[config.mk]
export PLATFORM = sky130hd
export DESIGN_NAME = ksdf_ram
export DESIGN_NICKNAME = d
export VERILOG_FILES = /design/src/rtl/assert_macros.svh /design/src/rtl/ksdf_ram.sv
export SDC_FILE = /design/constraint.sdc
export NUM_CORES = 1
export LEC_CHECK = 0
export ABC_AREA = 1
export ABC_CLOCK_PERIOD_IN_PS = 1300
export BUFFER_PORTS_ARGS = -buffer_cell sky130_fd_sc_hd__buf_2
export CAP_MARGIN = 5
export CORE_MARGIN = 2
export CORE_UTILIZATION = 61
export CTS_CLUSTER_DIAMETER = 40
export DETAILED_ROUTE_END_ITERATION = 6
export HOLD_SLACK_MARGIN = 0.12
export PLACE_DENSITY = 0.83
export SLEW_MARGIN = 15
export SYNTH_ARGS = -nofsm -noshare
export SYNTH_HDL_FRONTEND = slang
export SYNTH_SLANG_ARGS = --single-unit
[constraint.sdc]
create_clock -name clock -period 1.3 [get_ports clock]
set_input_delay 0.195 -clock clock [delete_from_list [all_inputs] [get_ports clock]]
set_output_delay 0.195 -clock clock [all_outputs]
set_load 0.005 [all_outputs]
[src/rtl/assert_macros.svh]
// Assertion macros shared by the RTL files.
// No dependencies; compiled out when SYNTH is defined.
`ifndef ASSERT_MACROS_SVH
`define ASSERT_MACROS_SVH
`ifndef SYNTH
`define KSDF_ASSERT_IMP(lbl, clk, rst, pre, post) \
   lbl: assert property (@(posedge clk) disable iff (rst) (pre) |-> (post)) \
      else $error("implication check failed");
`define KSDF_ASSERT_NXT(lbl, clk, rst, pre, post) \
   lbl: assert property (@(posedge clk) disable iff (rst) (pre) |=> (post)) \
      else $error("next-cycle check failed");
`else
`define KSDF_ASSERT_IMP(lbl, clk, rst, pre, post)
`define KSDF_ASSERT_NXT(lbl, clk, rst, pre, post)
`endif
`endif

[src/rtl/ksdf_ram.sv]
// Generic single-write, single-read synchronous RAM with registered read.
// No dependencies.
module ksdf_ram #(
   parameter int WIDTH = 8,
   parameter int DEPTH = 16,
   localparam int AW = (DEPTH > 1) ? $clog2(DEPTH) : 1
) (
   input  logic             clock,
   input  logic             wr_en,
   input  logic [AW-1:0]    wr_addr,
   input  logic [WIDTH-1:0] wr_data,
   input  logic             rd_en,
   input  logic [AW-1:0]    rd_addr,
   output logic [WIDTH-1:0] rd_data
);
   logic [WIDTH-1:0] mem [DEPTH];
   logic [WIDTH-1:0] rd_data_ff;

   always_ff @(posedge clock) begin
      if (wr_en) begin
         mem[wr_addr] <= wr_data;
      end
      if (rd_en) begin
         rd_data_ff <= mem[rd_addr];
      end
   end

   assign rd_data = rd_data_ff;
endmodule

======== Word-level counts from Yosys, hierarchy flattened ========
Memories as Yosys holds them, arrays and structs flattened. A register that Yosys moved wholly into a read port is not among the register bits.
Cells that the tools add are included.
cells by class
  muxes and demuxes ....................... 2
operators by type and width
  kind     number
  $mux W1  2
word-level totals
  memories ................................ 1
  bits in writable memories ............... 128
  flip-flop bits (word level) ............. 0
  logic and storage cells ................. 3
memory list
  name  words  bits a word  read ports  clocked after memory_dff  write ports  line            text
  mem   16     8            1           1                         1            ksdf_ram.sv:16  logic [WIDTH-1:0] mem [DEPTH];

======== Logic depth before layout (Yosys ltp) ========
Gate-level depths: netlist (run 1).
  depth after elaboration ................. 2
  mapped depth ............................ 8
  depth with buffers taken out ............ 7

======== Least setup slack after synthesis (run 1) ========
No wires, ideal clock.
  path kind ............................... input-to-reg
  start ................................... input port wr_addr[2]
  end ..................................... memory mem[10][0], enable pin
  setup slack ............................. 154 ps
  arrival ................................. 776 ps
  required time ........................... 930 ps
  stages on the path ...................... 2
  buffers on the path ..................... 0
  cell sequence ........................... nand3b_1 > nor2_1
RTL lines
  what                line            text
  start: declaration  ksdf_ram.sv:10  input logic [AW-1:0] wr_addr,
  end: declaration    ksdf_ram.sv:16
No word-level cell before the write port.

======== Final worst setup path (run 1) ========
  start ................................... register rd_data_ff[3], in the netlist rd_data[3] (read register of mem)
  end ..................................... output port rd_data[3]
RTL lines
  what                line            text
  start: declaration  ksdf_ram.sv:17  logic [WIDTH-1:0] rd_data_ff;
  end: declaration    ksdf_ram.sv:14  output logic [WIDTH-1:0] rd_data
No word-level cell between the ends.

==> impl_metrics.toml, run 1 <==
[placement]
place_inst = 706
dp_slack_ns = -0.1487
gp_congestion = 0.8451
io_buffers = 26
hpwl_um = 8189

[sta]
slew_headroom = 0.5987
slew_viol_final = 0
setup_viol = 0
worst-slew-pin-transition_ns = 0.6010
hold_viol = 0
fmax_ghz = 0.7841
rsz0062_at_grt = "true"
tns_ns = 0
period_minus_slack_ns = 1.275
fin_skew_ns = 0.004815
period_share = 0.9810
fin_ws_ns = 0.02467

[route]
drt-initial-drc-count = 596
routed_wl_um = 13840
post-route-drc-count = 0
ant_nets = 0
routedWlPerCell_um = 18.58
firstDrtPassIters = 6
vias = 4189
viasPerCell = 5.623

[finish]
drive_gt1_frac = 0.1282
antenna_cells = 0
fin_cells = 745
nNetsFinal = 624
area_growth_pct = 16.52

[setup_path]
crit_buf_inv = 1
critPathLaunch = "rd_data[3]"
r2r_start = "mem[7][0]"
start_kind = "flop"
crit_family = "flip-flops"
cpPeakStageDelay_ns = 0.40
crit_path_max_fanout = 1
critical-path-slowest-cell = "edfxtp_1"
arrival_ns = 1.08
cp-endpoint = "rd_data[3]"
critPathKind = "reg -> out"
cp.depth = 1
rr_endpoint = "rd_data[0]"
endpoint_kind = "primary output"
rrSetupSlack_ns = 0.11
crit_chain = "buf_2"
r2r_cells = 6
required_ns = 1.11

[flow_run]
drv_cap = 0

[yosys]
synth.avg_cell_area_um2 = 10.61
synthCells = 551
ys_warn_count = 0
synth.top_cells.by_count = "nand2_1, edfxtp_1, inv_1"
synth_edf_count = 136
synth_ff_type = "edfxtp_1"
yosysTopAreaCellShare = 0.6985
async_flop_share = 0
syn_nets = 570
yosys-top-cells-area = "edfxtp_1, nand2_1, nand3_1, inv_1, buf_6"
synth_top_area_cell = "edfxtp_1"
netlist_area_um2 = 5847
ys_ff_latch = 136
synth.most_common_cell = "nand2_1"
yosysUniqueCellTypes = 11
ys_seq_area_frac = 0.6985

[clocking]
path_clk_slew_ns = 0.06
cts.sinks = 136
clockRootBuffer = "clkbuf_8"
cts_resized = 0
clock_path_buffers = 2
clk_latency_ns = 0.53
cts_tree = "built"
cts_buffers = 17
cts-htree-levels = 4

[grt]
antenna_found_initial = 0
use_met2 = 0.4676
grt_pass1_vias = 4142
use_met3 = 0.06703
met1_usage = 0.3905
grt_max_degree = 33
grt_pass1_wl_um = 21730
grt_overflow = 0
grt.busiest_layer = "met2"
gr-usage-all-layers = 0.2941

[die]
initial_utilization = 0.6298
rows = 35
core-area_um2 = 9284
chipWidth_um = 101.9
io_pins = 27
dieArea_um2 = 10380
die_h_um = 101.9

[pwr]
irDropWorstVdd_uv = 982.4
p_leak_nw = 2.962
p_per_area_nw_per_um2 = 1437
total_power_mw = 9.789

[worst_hold_path]
min_path_type = "in -> reg"

[run_status]
run_status = "finished clean"
## kinds of logic (layout without fill, tap and decap cells)
| logic type | count (synthesis) | count (layout) | synth area share |
|---|---|---|---|
| AND/OR/NAND/NOR | 289 | 289 | 0.2076 |
| flip-flops | 136 | 136 | 0.6985 |
| buffers and inverters | 126 | 191 | 0.09394 |
## per-layer routing
layer | routed length [um] | vias to the layer above
met2 | 6729 | 317
met3 | 1532 | 49
li1 | - | 1887
met1 | 5101 | 1936
met4 | 478 | 0
met5 | 0 | -
## registers in the layout (all words and copies together), names as in the netlist
signal	cells
mem	128
rd_data	8
## cells in the final DEF (no fill, tap or decap)
cell / instances
buf_12: 5
buf_2: 26
buf_4: 19
bufinv_16: 1
clkbuf_1: 3
clkbuf_16: 16
clkbuf_8: 1
clkinv_2: 6
clkinvlp_4: 3
dlygate4sd3_1: 9
edfxtp_1: 136
inv_1: 100
inv_2: 2
nand2_1: 173
nand3_1: 97
nand3b_1: 2
nor2_1: 17
## tightest hold or removal path, delay by kind of cell
kind / cells / cell delay (ns)
buffers and inverters: 1 / 0.20
AND/OR/NAND/NOR: 2 / 0.16
## power breakdown
part	total [mW]	switching, mW	internal (mW)
Clock	4.17	1.68	2.48
Combinational	0.649	0.440	0.209
Sequential	4.97	0.0290	4.94
Total	9.79	2.15	7.64
## layout make-up
class	instances	area, um^2
multi-input combinational	289	1214
clock buffer	20	425.4
timing repair buffer	59	462.9
sequential	136	4084
tap	129	161.4
inverter	102	382.9
clock inverter	10	82.58
fill	601	2471
## how the worst min path moves through the flow
stage,end,startpoint,depth (start not counted)
2_1_floorplan,mem[0][0],wr_data[0],0
3_3_place_gp,rd_data[7],rd_en,1
3_5_place_dp,rd_data[7],rd_en,1
4_1_cts,mem[7][0],wr_data[0],1
5_1_grt,rd_data[1],rd_addr[3],3
6_report,rd_data[2],rd_addr[3],3
## what timing repair did
action,4_1_cts,5_1_grt
endpoints found under the hold margin,120,6
hold buffers,8,1
setup endpoints to repair,0,2
setup buffers,0,0
## per-stage QoR
step	hold WS [ns]	utilization	area (um^2)
after global placement	0.5624	0.6694	6215
after CTS	0.1207	0.7327	6803
after global routing	0.1514	0.7338	6813
after detailed placement	0.5675	0.6694	6215
final	0.1384	0.7338	6813
after floorplan	0.2939	-	5847
(Power assumes the default switching activity.)
==> run 2: changes to the inputs <==
--- a/config.mk
+++ b/config.mk
@@ -7,14 +7,15 @@
 export LEC_CHECK = 0
 export ABC_AREA = 1
 export ABC_CLOCK_PERIOD_IN_PS = 1300
-export BUFFER_PORTS_ARGS = -buffer_cell sky130_fd_sc_hd__buf_2
+export BUFFER_PORTS_ARGS = -buffer_cell sky130_fd_sc_hd__buf_4
 export CAP_MARGIN = 5
 export CORE_MARGIN = 2
-export CORE_UTILIZATION = 61
+export CORE_UTILIZATION = 63
+export CTS_BUF_LIST = sky130_fd_sc_hd__clkbuf_4
 export CTS_CLUSTER_DIAMETER = 40
 export DETAILED_ROUTE_END_ITERATION = 6
 export HOLD_SLACK_MARGIN = 0.12
-export PLACE_DENSITY = 0.83
+export PLACE_DENSITY = 0.85
 export SLEW_MARGIN = 15
 export SYNTH_ARGS = -nofsm -noshare
 export SYNTH_HDL_FRONTEND = slang
==> run 2 against run 1 <==
  * Final cell count fell by 2.0%
  * Clock-buffer cell count shrank 2
  * Non-clock buffer count increased by 2
  * Sequential share of layout area up 1.9 points
  * Global-route usage is 2.9 points lower
  * Flip-flop and latch count unchanged
  * Critical path type unchanged
  * Critical endpoint is now rd_data[4]
==> impl_metrics.toml, run 2 (same netlist as run 1, synthesis figures left out) <==
[route]
vias = 4004
routed_wl_um = 12250
viasPerCell = 5.485
post-route-drc-count = 0
drt-initial-drc-count = 449
routedWlPerCell_um = 16.78
firstDrtPassIters = 5
ant_nets = 0

[clocking]
postCtsSetupBuffers = 0
clk_latency_ns = 0.51
cts_buffers = 17
cts-htree-levels = 4
clockRootBuffer = "clkbuf_4"
cts_tree = "built"
cts.sinks = 136
path_clk_slew_ns = 0.11
clock_path_buffers = 2

[die]
rows = 35
dieArea_um2 = 10070
die_h_um = 100.3
initial_utilization = 0.6419
io_pins = 27
chipWidth_um = 100.3
core-area_um2 = 9109

[setup_path]
crit_chain = "buf_6"
rrSetupSlack_ns = 0.17
r2r_cells = 6
r2r_start = "mem[8][1]"
required_ns = 1.11
arrival_ns = 1.10
rr_endpoint = "rd_data[1]"
start_kind = "flop"
crit_buf_inv = 1
critPathLaunch = "rd_data[4]"
critical-path-slowest-cell = "edfxtp_1"
cpPeakStageDelay_ns = 0.45
critPathKind = "reg -> out"
crit_path_max_fanout = 1
endpoint_kind = "primary output"
crit_family = "flip-flops"

[sta]
period_share = 0.9981
slew_viol_final = 0
fin_ws_ns = 0.002410
period_minus_slack_ns = 1.298
setup_viol = 0
fin_skew_ns = 0.008268
worst-slew-pin-transition_ns = 0.6228
fmax_ghz = 0.7707
hold_viol = 0
rsz0062_at_grt = "true"
slew_headroom = 0.5842
holdWs_ns = 0.1979

[pwr]
p_per_area_nw_per_um2 = 1230
p_leak_nw = 2.875
irDropWorstVdd_uv = 635.4

[placement]
gp_congestion = 0.8743
dp_slack_ns = -0.1083
hpwl_um = 7763
place_inst = 689
io_buffers = 26

[worst_hold_path]
min_path_type = "in -> reg"
min_delay_path_depth = 5
hold_start = "rd_addr[2]"
min_to = "rd_data[0]"

[finish]
area_growth_pct = 12.93
antenna_cells = 0
top_register = "mem"
final_common_cell = "nand2_1"
most-common-layout-cells = "nand2_1, edfxtp_1, inv_1"
nNetsFinal = 626
fin_cells = 730
drive_gt1_frac = 0.1260
largest_reg_flops = 128

[flow_run]
drv_cap = 0

[grt]
antenna_found_initial = 0
grt_max_degree = 48
gr-usage-all-layers = 0.2647
grt_pass1_vias = 3972
grt_pass1_wl_um = 19620
grt_overflow = 0

[run_status]
run_status = "finished clean"
[run 2: how the worst max path moves through the flow]
stage	endpoint	slack [ns]	cells past startpoint
detailed placement	rd_data[1]	-0.11	6
finish	rd_data[4]	0.002	1
global placement	rd_data[2]	-0.04	6
global route	rd_data[4]	-0.05	1
CTS	rd_data[2]	-0.03	1
floorplan	mem[10][0]	0.15	2
[run 2: where the power goes]
group / leakage (nW) / switching (mW) / total [mW] / internal, mW
sequential: 1.24 / 0.0317 / 4.96 / 4.93
combinational: 1.51 / 0.404 / 0.643 / 0.239
clock: 0.133 / 1.41 / 2.52 / 1.10
[run 2: cell type report]
class / instances / area (um^2)
timing repair buffer: 61 / 535.5
multi-input combinational: 289 / 1214
fill: 633 / 2506
sequential: 136 / 4084
clock buffer: 18 / 135.1
clock inverter: 13 / 112.6
inverter: 102 / 382.9
tap: 111 / 138.9
[run 2: per-stage QoR]
stage,util,power [mW],setup TNS (ns),cell area [um^2]
6_report,0.7249,8.122,0,6603
5_1_grt,0.7249,8.398,-0.1707,6603
4_1_cts,0.7245,8.138,-0.07789,6599
3_5_place_dp,0.6850,5.672,-0.3266,6240
3_3_place_gp,0.6850,5.647,-0.08210,6240
2_1_floorplan,-,5.402,0,5847
[run 2: metal layers]
metal | global-route usage | up-vias | wire, um
met4 | 0.08746 | 0 | 191
met1 | 0.3407 | 1893 | 4723
met3 | 0.06407 | 22 | 1106
li1 | - | 1893 | -
met5 | 0 | - | 0
met2 | 0.4466 | 196 | 6230
[run 2: repair_timing]
item / in CTS / in global routing
hold endpoints to repair: 143 / 0
setup endpoints to repair: 4 / 4
hold buffers: 10 / 0
gates cloned: 0 / 0
gates resized for setup: 3 / 1
